## src/design/imuoc_pkg.sv

```systemverilog
// ----------------------------------------------------------------------------
// imuoc_pkg: shared constants and helpers for the IMU offset calibrator
// Holds the sample count used for averaging, the datapath widths and the
// reciprocal constants used to divide an axis sum by the sample count.
// ----------------------------------------------------------------------------
`timescale 1ns / 1ps
`default_nettype none

package imuoc_pkg;

  // Number of samples averaged after reset (range 1 to 256).
  localparam int CAL_SAMPLES = 200;

  localparam int AXES   = 6;
  localparam int WORD_W = 16;
  localparam int SUM_W  = 24;
  localparam int CNT_W  = 8;
  localparam int EXT_W  = WORD_W + 2;

  // Exact truncating division of a magnitude below 2**SUM_W by CAL_SAMPLES:
  // q = (mag * DIV_MUL) >> DIV_SH, with DIV_MUL = ceil(2**DIV_SH / CAL_SAMPLES).
  localparam int DIV_SH    = SUM_W + $clog2(CAL_SAMPLES);
  localparam int MUL_W     = SUM_W + 1;
  localparam int PROD_W    = SUM_W + MUL_W;
  localparam int QUO_W     = WORD_W + 1;
  localparam logic [MUL_W-1:0] DIV_MUL =
    MUL_W'((((64'd1) << DIV_SH) + 64'(CAL_SAMPLES) - 64'd1) / 64'(CAL_SAMPLES));

  localparam logic [CNT_W-1:0] LAST_COUNT = CNT_W'(CAL_SAMPLES - 1);

  localparam logic signed [WORD_W-1:0] SAT_MAX = 16'sh7FFF;
  localparam logic signed [WORD_W-1:0] SAT_MIN = -16'sh8000;

  // Lane control for one accepted sample.
  typedef struct packed {
    logic acc;    // add this sample's corrected word into the axis sum
    logic load;   // this sample completes calibration: load the offset
  } lane_ctl_t;

  // Saturate a wide signed value to a signed 16-bit word.
  function automatic logic signed [WORD_W-1:0] sat16(input logic signed [EXT_W-1:0] v);
    logic signed [WORD_W-1:0] r;
    if (v > EXT_W'(SAT_MAX)) begin
      r = SAT_MAX;
    end else if (v < EXT_W'(SAT_MIN)) begin
      r = SAT_MIN;
    end else begin
      r = v[WORD_W-1:0];
    end
    return r;
  endfunction

endpackage

`default_nettype wire

```

## src/design/imuoc_lane.sv

```systemverilog
// ----------------------------------------------------------------------------
// imuoc_lane: one axis of the offset calibrator
// Subtracts the stored offset with saturation, accumulates the corrected
// word during calibration and loads the average as the new offset.
// ----------------------------------------------------------------------------
`timescale 1ns / 1ps
`default_nettype none

module imuoc_lane (
  input  wire logic                                clk,
  input  wire logic                                rst_n,
  input  wire imuoc_pkg::lane_ctl_t                ctl,
  input  wire logic signed [imuoc_pkg::WORD_W-1:0] raw,
  output logic signed [imuoc_pkg::WORD_W-1:0]      corr
);

  logic signed [imuoc_pkg::WORD_W-1:0] offset_r, offset_nxt;
  logic signed [imuoc_pkg::SUM_W-1:0]  sum_r, sum_nxt;
  logic signed [imuoc_pkg::EXT_W-1:0]  diff;
  logic                                neg;
  logic [imuoc_pkg::SUM_W-1:0]         mag;
  logic [imuoc_pkg::PROD_W-1:0]        prod;
  logic [imuoc_pkg::QUO_W-1:0]         quo;
  logic signed [imuoc_pkg::EXT_W-1:0]  avg;

  always_comb begin
    diff = imuoc_pkg::EXT_W'(raw) - imuoc_pkg::EXT_W'(offset_r);
    corr = imuoc_pkg::sat16(diff);
    sum_nxt = ctl.acc ? sum_r + imuoc_pkg::SUM_W'(corr) : sum_r;

    // Truncation toward zero: divide the magnitude, then restore the sign.
    neg  = sum_nxt[imuoc_pkg::SUM_W-1];
    mag  = neg ? imuoc_pkg::SUM_W'(-sum_nxt) : imuoc_pkg::SUM_W'(sum_nxt);
    prod = imuoc_pkg::PROD_W'(mag) * imuoc_pkg::PROD_W'(imuoc_pkg::DIV_MUL);
    quo  = prod[imuoc_pkg::DIV_SH +: imuoc_pkg::QUO_W];
    avg  = neg ? -imuoc_pkg::EXT_W'(quo) : imuoc_pkg::EXT_W'(quo);
    offset_nxt = ctl.load ? imuoc_pkg::sat16(avg) : offset_r;
  end

  always_ff @(posedge clk) begin
    if (!rst_n) begin
      offset_r <= '0;
      sum_r    <= '0;
    end else begin
      offset_r <= offset_nxt;
      sum_r    <= sum_nxt;
    end
  end

endmodule

`default_nettype wire

```

## src/design/imu_offset_calibrate.sv

```systemverilog
// ----------------------------------------------------------------------------
// imu_offset_calibrate: zero-bias calibration of a six-axis IMU by averaging
//
// Usage:
//   in_*  channel carries one six-axis sample per beat. in_tdata holds the
//         three accelerometer words then the three gyroscope words, each a
//         signed 16-bit value.
//   out_* channel returns one beat per input beat: the six offset-corrected
//         words, saturated to signed 16 bits, in out_tdata, and the
//         calibrated flag in out_tuser.
//   After reset the offsets are zero and the first CAL_SAMPLES samples are
//   summed per axis. The sample that completes that count still leaves with
//   zero offsets but with the calibrated flag set; its sums divided by
//   CAL_SAMPLES (truncated toward zero) become the offsets applied from the
//   next sample on, until the next reset.
//   A beat passes the input, then the result register. One beat is accepted
//   every cycle unless stalled; the per-beat path is one subtract and saturate
//   per axis, the sum update and a constant-reciprocal multiply for the average.
//   When the receiver stalls, the result register holds its beat and the
//   input register fills; in_tready drops only when both are occupied.
//   Reset is synchronous and clears the offsets, sums, count, flag and the
//   valid bits of both registers.
// ----------------------------------------------------------------------------
`timescale 1ns / 1ps
`default_nettype none

module imu_offset_calibrate (
  input  wire logic        clk,
  input  wire logic        rst_n,
  // in_tdata: accel_x_raw, accel_y_raw, accel_z_raw,
  //           gyro_x_raw, gyro_y_raw, gyro_z_raw (16 bits each, lowest first)
  input  wire logic        in_tvalid,
  output logic             in_tready,
  input  wire logic [95:0] in_tdata,
  // out_tdata: accel_x_out, accel_y_out, accel_z_out,
  //            gyro_x_out, gyro_y_out, gyro_z_out (16 bits each, lowest first)
  // out_tuser: calibrated
  output logic             out_tvalid,
  input  wire logic        out_tready,
  output logic [95:0]      out_tdata,
  output logic             out_tuser
);

  localparam int W = imuoc_pkg::WORD_W;

  // Input register stage.
  logic        in_vld_r, in_vld_nxt;
  logic [95:0] in_data_r, in_data_nxt;

  // Result register stage.
  logic        out_vld_r, out_vld_nxt;
  logic [95:0] out_data_r, out_data_nxt;
  logic        out_cal_r, out_cal_nxt;

  // Calibration control.
  logic [imuoc_pkg::CNT_W-1:0] count_r, count_nxt;
  logic                        done_r, done_nxt;

  logic                 adv;     // input register beat moves to result register
  logic                 finish;  // this beat completes calibration
  imuoc_pkg::lane_ctl_t ctl;
  logic [95:0]          corr_data;

  assign adv       = in_vld_r && (!out_vld_r || out_tready);
  assign in_tready = !in_vld_r || adv;
  assign finish    = adv && !done_r && (count_r == imuoc_pkg::LAST_COUNT);

  always_comb begin
    ctl.acc  = adv && !done_r;
    ctl.load = finish;
  end

  // One lane per axis; each owns its offset and running sum.
  for (genvar a = 0; a < imuoc_pkg::AXES; a++) begin : g_lane
    logic signed [W-1:0] lane_corr;
    imuoc_lane u_lane (
      .clk   (clk),
      .rst_n (rst_n),
      .ctl   (ctl),
      .raw   (in_data_r[a*W +: W]),
      .corr  (lane_corr)
    );
    assign corr_data[a*W +: W] = lane_corr;
  end

  always_comb begin
    in_vld_nxt   = in_vld_r;
    in_data_nxt  = in_data_r;
    out_vld_nxt  = out_vld_r;
    out_data_nxt = out_data_r;
    out_cal_nxt  = out_cal_r;
    count_nxt    = count_r;
    done_nxt     = done_r;

    if (out_vld_r && out_tready) begin
      out_vld_nxt = 1'b0;
    end
    if (adv) begin
      in_vld_nxt   = 1'b0;
      out_vld_nxt  = 1'b1;
      out_data_nxt = corr_data;
      out_cal_nxt  = done_r || finish;
    end
    if (in_tvalid && in_tready) begin
      in_vld_nxt  = 1'b1;
      in_data_nxt = in_tdata;
    end
    // The count stops at its last value once calibration is done.
    if (ctl.acc && !finish) begin
      count_nxt = count_r + 1'b1;
    end
    if (finish) begin
      done_nxt = 1'b1;
    end
  end

  always_ff @(posedge clk) begin
    if (!rst_n) begin
      in_vld_r  <= 1'b0;
      out_vld_r <= 1'b0;
      count_r   <= '0;
      done_r    <= 1'b0;
    end else begin
      in_vld_r  <= in_vld_nxt;
      out_vld_r <= out_vld_nxt;
      count_r   <= count_nxt;
      done_r    <= done_nxt;
    end
    in_data_r  <= in_data_nxt;
    out_data_r <= out_data_nxt;
    out_cal_r  <= out_cal_nxt;
  end

  assign out_tvalid = out_vld_r;
  assign out_tdata  = out_data_r;
  assign out_tuser  = out_cal_r;

  // Once calibrated, the block stays calibrated until reset.
  a_done_holds: assert property (@(posedge clk) disable iff (!rst_n)
    done_r |=> done_r)
    else $error("calibrated flag dropped without reset");

  // While pending, the count stays below the number of samples to average.
  a_count_range: assert property (@(posedge clk) disable iff (!rst_n)
    !done_r |-> (count_r <= imuoc_pkg::LAST_COUNT))
    else $error("sample count ran past the averaging length");

  // The beat that completes the count sets the flag.
  a_finish_sets: assert property (@(posedge clk) disable iff (!rst_n)
    finish |=> done_r)
    else $error("calibration completed but flag not set");

  // Every beat that leaves carries the flag as it stands after its update.
  a_flag_follows: assert property (@(posedge clk) disable iff (!rst_n)
    adv |=> (out_tvalid && (out_tuser == done_r)))
    else $error("result beat flag disagrees with calibration state");

endmodule

`default_nettype wire
```

## config.mk

```make
export PLATFORM = sky130hd
export DESIGN_NAME = imu_offset_calibrate
export DESIGN_NICKNAME = d
export VERILOG_FILES = /design/src/design/imuoc_pkg.sv /design/src/design/imuoc_lane.sv /design/src/design/imu_offset_calibrate.sv
export SDC_FILE = /design/constraint.sdc
export NUM_CORES = 2
export LEC_CHECK = 0
export BUFFER_PORTS_ARGS = -buffer_cell sky130_fd_sc_hd__clkbuf_2
export CAP_MARGIN = 20
export CELL_PAD_IN_SITES_DETAIL_PLACEMENT = 1
export CELL_PAD_IN_SITES_GLOBAL_PLACEMENT = 1
export CORE_MARGIN = 3
export CORE_UTILIZATION = 40
export CTS_CLUSTER_DIAMETER = 80
export DETAILED_ROUTE_END_ITERATION = 7
export GPL_TIMING_DRIVEN = 0
export PLACE_DENSITY_LB_ADDON = 0.1
export SLEW_MARGIN = 20
export SYNTH_ARGS = -nofsm -noshare
export SYNTH_HDL_FRONTEND = slang
export SYNTH_SLANG_ARGS = --single-unit
```

## constraint.sdc

```tcl
create_clock -name clk -period 35.2 [get_ports clk]
set_clock_uncertainty 0.15 [all_clocks]
set_input_delay 1.76 -clock clk [delete_from_list [all_inputs] [get_ports clk]]
set_output_delay 1.76 -clock clk [all_outputs]
set_load 0.05 [all_outputs]
```

; Word level (Yosys, flattened, before mapping)
; Cells that the tools add are included.
[classes]
add_sub_neg = 25
mul = 6
n_div = 0
order_cmp = 24
n_eq_ne = 1
n_shift = 0
mux = 46
bitwise_logic = 0
reduce_logical = 15
[ops]
columns = operator, count
row1 = $mux 16, 24
row2 = $mul 24x25->49 const B, 6
row3 = $mux 24, 12
row4 = $gt 18x16->1 const B, 12
row5 = $lt 18x16->1 const B, 12
row6 = $add 24x16->24, 6
row7 = $neg 24->24, 6
row8 = $mux 18, 6
row9 = $neg 17->18, 6
row10 = $sub 16x16->17, 6
row11 = $add 8x1->8 const B, 1
row12 = $eq 8x8->1 const B, 1
row13 = $logic_and 1x1->1, 6
row14 = $logic_not 1->1, 4
row15 = $mux 1, 4
row16 = $reduce_bool 2->1, 2
row17 = $logic_or 1x1->1, 3
[totals]
regBits = 444
latchBits = 0
ramBits = 0
mem_bits_ro = 0
output_inout_bits = 99
word_cells = 136
n_memories = 0

; Logic depth before layout (Yosys ltp)
[logic_depth]
word_depth = 14
depth_mapped = 62

; Modules after synthesis
; A second synthesis with hierarchy kept.
[hier_totals]
cells_unflattened = 10684
hier_area_um2 = 97357.1
[modules_own_cells]
columns = module, n_inst, cells_per_inst, area_each_um2, seq_area_each_um2
row1 = imuoc_lane at g_lane[1].u_lane ..., 2, 1741, 15333.5, 800.8
row2 = imuoc_lane at g_lane[3].u_lane, 1, 1780, 15197.1, 800.8
row3 = imuoc_lane at g_lane[0].u_lane, 1, 1734, 15112.0, 800.8
row4 = imuoc_lane at g_lane[5].u_lane, 1, 1701, 15073.2, 800.8
row5 = imuoc_lane at g_lane[4].u_lane, 1, 1732, 14928.1, 800.8
row6 = imu_offset_calibrate, 1, 255, 6379.9, 6015.8

; Worst setup path after synthesis
; OpenSTA, ideal clock, no wires.
[synth_path]
path_kind = register to register
start = register g_lane[4].u_lane.offset_r[1] (netlist bit)
end = register g_lane[4].u_lane.offset_r[0] (netlist bit)
setup_ps = 128
arrival_ps = 14044
required_ps = 34922
slack_ps = 20878
path_stages_with_launch = 58
cell_sequence = dfxtp_1 > inv_1 > ha_1 > nor2b_1 > o21ai_0 > a21boi_0 > o21ai_0 > a21boi_0 > o21ai_0 > a21oi_1 > o21ai_0 > a211oi_1 > o211a_1 > or4_1 > nand3_1 > clkbuf_1 > o21ai_0 > ha_1 > [22 not listed] > inv_1 > fa_1 > ha_1 > a21oi_1 > o21ai_0 > a221oi_1 > o221ai_1 > a21oi_1 > o21ai_0 > xor2_1 > or4_1 > clkbuf_1 > o41ai_1 > xnor2_1 > nor2_1 > a21oi_1 > buf_2 > o211ai_1
[synth_between]
elab_chain_cells = 14
elab_cells_between_ends = 16
[synth_rtl]
columns = item, line
row1 = from (decl), imuoc_lane.sv:17  ; logic signed [imuoc_pkg::WORD_W-1:0] offset_r, offset_nxt;
row2 = from (signal assigned), imuoc_lane.sv:45  ; offset_r <= offset_nxt;
row3 = $sub 16x16->17 *, imuoc_lane.sv:27  ; diff = imuoc_pkg::EXT_W'(raw) - imuoc_pkg::EXT_W'(offset_r);
row4 = $lt 18x16->1, imuoc_pkg.sv:45  ; end else if (v < EXT_W'(SAT_MIN)) begin
row5 = $mux 16, imuoc_pkg.sv:45
row6 = $mux 16 *, imuoc_pkg.sv:43  ; if (v > EXT_W'(SAT_MAX)) begin
row7 = via g_lane[4].lane_corr[8], imu_offset_calibrate.sv:75  ; logic signed [W-1:0] lane_corr;
row8 = $add 24x16->24 *, imuoc_lane.sv:29  ; sum_nxt = ctl.acc ? sum_r + imuoc_pkg::SUM_W'(corr) : sum_r;
row9 = $mux 24 *, imuoc_lane.sv:29
row10 = $neg 24->24, imuoc_lane.sv:33  ; mag = neg ? imuoc_pkg::SUM_W'(-sum_nxt) : imuoc_pkg::SUM_W'(sum_nxt);
row11 = $mux 24, imuoc_lane.sv:33
row12 = $mul 24x25->49, imuoc_lane.sv:34  ; prod = imuoc_pkg::PROD_W'(mag) * imuoc_pkg::PROD_W'(imuoc_pkg::DIV_MUL);
row13 = $neg 17->18, imuoc_lane.sv:36  ; avg = neg ? -imuoc_pkg::EXT_W'(quo) : imuoc_pkg::EXT_W'(quo);
row14 = $mux 18 *, imuoc_lane.sv:36
row15 = $lt 18x16->1, imuoc_pkg.sv:45
row16 = $mux 16, imuoc_pkg.sv:45
row17 = $mux 16 *, imuoc_pkg.sv:43
; The timed path passes the listed nets; every way through them passes the cells marked *.
; A chain may end at the register's enable or synchronous reset.

; Worst setup path in the final report
[layout_path]
start = register g_lane[3].u_lane.offset_r[1] (netlist bit)
end = register g_lane[3].u_lane.offset_r[1] (netlist bit)
[layout_between]
elab_chain_cells = 14
elab_cells_between_ends = 16
[layout_rtl]
columns = item, line
row1 = from (decl), imuoc_lane.sv:17
row2 = from (signal assigned), imuoc_lane.sv:45
row3 = $sub 16x16->17 *, imuoc_lane.sv:27
row4 = $lt 18x16->1, imuoc_pkg.sv:45
row5 = $mux 16, imuoc_pkg.sv:45
row6 = $mux 16 *, imuoc_pkg.sv:43
row7 = via g_lane[3].lane_corr[8], imu_offset_calibrate.sv:75
row8 = $add 24x16->24 *, imuoc_lane.sv:29
row9 = $mux 24 *, imuoc_lane.sv:29
row10 = $neg 24->24, imuoc_lane.sv:33
row11 = $mux 24, imuoc_lane.sv:33
row12 = $mul 24x25->49, imuoc_lane.sv:34
row13 = $neg 17->18, imuoc_lane.sv:36
row14 = $mux 18 *, imuoc_lane.sv:36
row15 = $lt 18x16->1, imuoc_pkg.sv:45
row16 = $mux 16, imuoc_pkg.sv:45
row17 = $mux 16 *, imuoc_pkg.sv:43
; Marked as above.

==> metrics.cfg <==
[critical_path]
cp_common_cell = inv_1
crit_type = register to register
crit_buf_inv = 12
r2r-start = g_lane[3].u_lane.offset_r[1]$_SDFFE_PN0P_
reg2reg_to = g_lane[3].u_lane.offset_r[1]$_SDFFE_PN0P_
critPathRequiredTime_ns = 35.63
reg2regPathDepth = 57
critPathTopFamily = compound AO/OA/AOI/OAI gates
crit_path_max_incr_delay_ns = 0.93
arrival_ns = 19.65
start_kind = register
end_kind = register
cp_max_fo = 10
cpMaxStageDelayCell = o21ai_0
rrSetupSlack_ns = 15.98

[clock_network]
cts_max_level = 2
clkLatencyLatePin_ns = 0.70
cts_hold_buf = 0
cts_buffer_depth = 3
cts_sinks = 444
cts_buffers = 55
cts_tree = built
clk_pin_slew_ns = 0.06
ctsResizeCount = 0
postCtsSetupBuffers = 0
ctsRootBufferMaster = clkbuf_16

[layout]
layout-drive-gt1-share_pct = 5.752
final_cell_area_um2 = 101800
area_growth_pct = 8.144
stdcell_count = 13700
final_nets = 13590
fillers = 27070

[min_path]
min_path_cells = 2
hold_path_class = register to register
hold_start = g_lane[4].u_lane.offset_r[9]$_SDFFE_PN0P_
holdPathEnd = g_lane[4].u_lane.offset_r[9]$_SDFFE_PN0P_

[floorplanning]
num_rows = 177
start_util_pct = 40.33
pin_count = 199
core_um2 = 233400
die_y_um = 491.1
die_w_um = 491.1
fp.dieArea_um2 = 241200

[sta]
min_period_ns = 19.22
layout_setup_ws_ns = 15.98
slew_viol_final = 0
rsz0062_at_grt = false
setup_violations = 0
slew_headroom_pct = 19.72
hold_viol_final = 0
finalCritPeriodShare_pct = 54.59
fin_tns_setup_ns = 0
fmax_mhz = 52.04
worst-slew-pin-transition_ns = 1.196

[synthesis]
syn_nets = 13310
synth_async_sr_flop_share_pct = 0
synth_area_um2 = 94130
avgSynthCellArea_um2 = 9.184
synth_edf_count = 193
yosysWarnings = 0
ys_seq_area_share_pct = 11.49
yosys_most_used_dff = dfxtp_1
synthCells = 10250
synth_seq_cells = 444
ys_types = 120

[detailed_routing]
vias = 74240
post_drt_wl_per_cell_um = 23.29
vias_per_cell = 5.418
routed_wl_um = 319100
drc = 0
drtPass1Iterations = 5
drt_first_iter_violations = 3901
ant_nets = 0

[placed_design]
place_inst = 13600
placed_cell_area_um2 = 99760
portBuffers = 198
place_ws_ns = 15.69
gp_congestion = 0.9319
place_hpwl_um = 280300

[outcome]
status = completed

[grt]
grt_use_total_pct = 26.42
grt_pass1_vias = 81030
antenna_found_initial = 16
grt_pass1_wl_um = 493300
grt_overflow = 0
grt_start_max_net_pins = 35

[run]
cap_violations = 0

[flip-flops by register name (all words and copies together), names as in the netlist]
register	cells
count_r	8
done_r	1
g_lane.u_lane.offset_r	96
g_lane.u_lane.sum_r	144
in_data_r	96
in_vld_r	1
out_tdata	96
out_tuser	1
out_tvalid	1
[cell families (layout without fill, tap and decap cells)]
family,count (synthesis),count (layout),share of synthesized area [%]
mux,78,78,0.8587
flops,444,444,11.49
xor+xnor,449,449,4.223
buf+inv,2494,2814,10.10
fa+ha+maj,2971,2971,49.13
simple gates,1934,1934,10.69
other cells,0,1,0
compound gates,1880,1880,13.50
[cells in the final DEF, fill, tap and decap left out, types with 88 or more instances in the layout]
cell type | Yosys | final
nor2_1 | 354 | 354
ha_1 | 1753 | 1753
clkbuf_1 | 144 | 135
nor3_1 | 148 | 146
o21a_1 | 98 | 98
nand2b_1 | 88 | 88
dfxtp_1 | 251 | 251
xnor2_1 | 257 | 223
inv_1 | 2301 | 2301
edfxtp_1 | 193 | 193
o21ai_0 | 295 | 291
a21oi_1 | 468 | 465
a21o_1 | 200 | 200
xor2_1 | 188 | 170
nand3_1 | 151 | 151
nor2b_1 | 126 | 126
nand2_1 | 479 | 479
fa_1 | 1211 | 1211
and2_1 | 153 | 151
o211ai_1 | 89 | 89
clkbuf_2 | 0 | 211
[synthesized netlist by cell type (65+ instances only)]
master       n  share of area (%)
ha_1      1753                 23
a211oi_1    69               0.55
o31ai_1     75               0.60
dfxtp_1    251                5.3
xor2_1     188                1.7
and2_1     153                1.0
o21ai_0    295                1.6
nor2_1     354                1.4
nor3_1     148               0.79
fa_1      1211                 26
nand3_1    151               0.80
edfxtp_1   193                6.2
a21o_1     200                1.6
a21oi_1    468                2.5
o211ai_1    89               0.71
nor2b_1    126               0.84
inv_1     2301                9.2
nand2b_1    88               0.58
xnor2_1    257                2.4
and3_1      70               0.47
clkbuf_1   144               0.57
o21a_1      98               0.78
nand2_1    479                1.9
a31oi_1     65               0.43
[cell type report]
cell class | instances | area (um2) | share of cell area [%]
diodes | 1 | 2.502 | 0.002458
plain buffers | 193 | 885.9 | 0.8702
clock buffers | 63 | 1468 | 1.442
clock inverters | 41 | 516.7 | 0.5076
inverters | 2301 | 8637 | 8.484
multi-input cells | 7312 | 74270 | 72.96
flip-flops and latches | 444 | 10820 | 10.63
well taps | 3132 | 3919 | 3.850
repair buffers | 216 | 1277 | 1.255
[how the worst max path moves through the flow]
stage | startpoint | to | slack, ns | cells past startpoint
final | g_lane[3].u_lane.offset_r[1]$_SDFFE_PN0P_ | g_lane[3].u_lane.offset_r[1]$_SDFFE_PN0P_ | 15.98 | 57
after global routing | g_lane[3].u_lane.offset_r[1]$_SDFFE_PN0P_ | g_lane[3].u_lane.offset_r[1]$_SDFFE_PN0P_ | 14.89 | 57
after CTS | g_lane[3].u_lane.offset_r[1]$_SDFFE_PN0P_ | g_lane[3].u_lane.offset_r[1]$_SDFFE_PN0P_ | 16.29 | 57
after detailed placement | out_tready | g_lane[1].u_lane.offset_r[10]$_SDFFE_PN0P_ | 15.69 | 49
after global placement | out_tready | g_lane[0].u_lane.offset_r[13]$_SDFFE_PN0P_ | 15.01 | 46
after floorplan | g_lane[4].u_lane.offset_r[1]$_SDFFE_PN0P_ | g_lane[4].u_lane.offset_r[0]$_SDFFE_PN0P_ | 20.88 | 57
[worst register-to-register path, delay by kind of cell, from the launching register on]
kind                     cells  cell delay, ns
AO/OA/AOI/OAI               22            7.51
XOR/XNOR                     2            1.07
adder cells (fa/ha/maj)     10            4.59
buffers and inverters       12            2.45
flip-flops                   1            0.50
multiplexers                 3            1.36
AND/OR/NAND/NOR              8            1.50
[per-stage QoR]
stage	hold WS, ns	util (%)
finish	0.2975	43.61
global route	0.3280	43.61
CTS	0.3035	43.59
detailed placement	0.2940	42.74
global placement	0.2895	42.43
floorplan	0.2753	-
[per-layer routing]
layer,share of wire [%],vias up,global-route usage [%]
met5,0,-,0
met3,3.3,335,1.938
met1,46,37860,36.13
li1,-,34720,-
met2,47,1320,44.37
met4,3.7,0,8.487
Power is not shown: default switching activity piles up to over one toggle a cycle in this logic, so the estimate is an artifact.
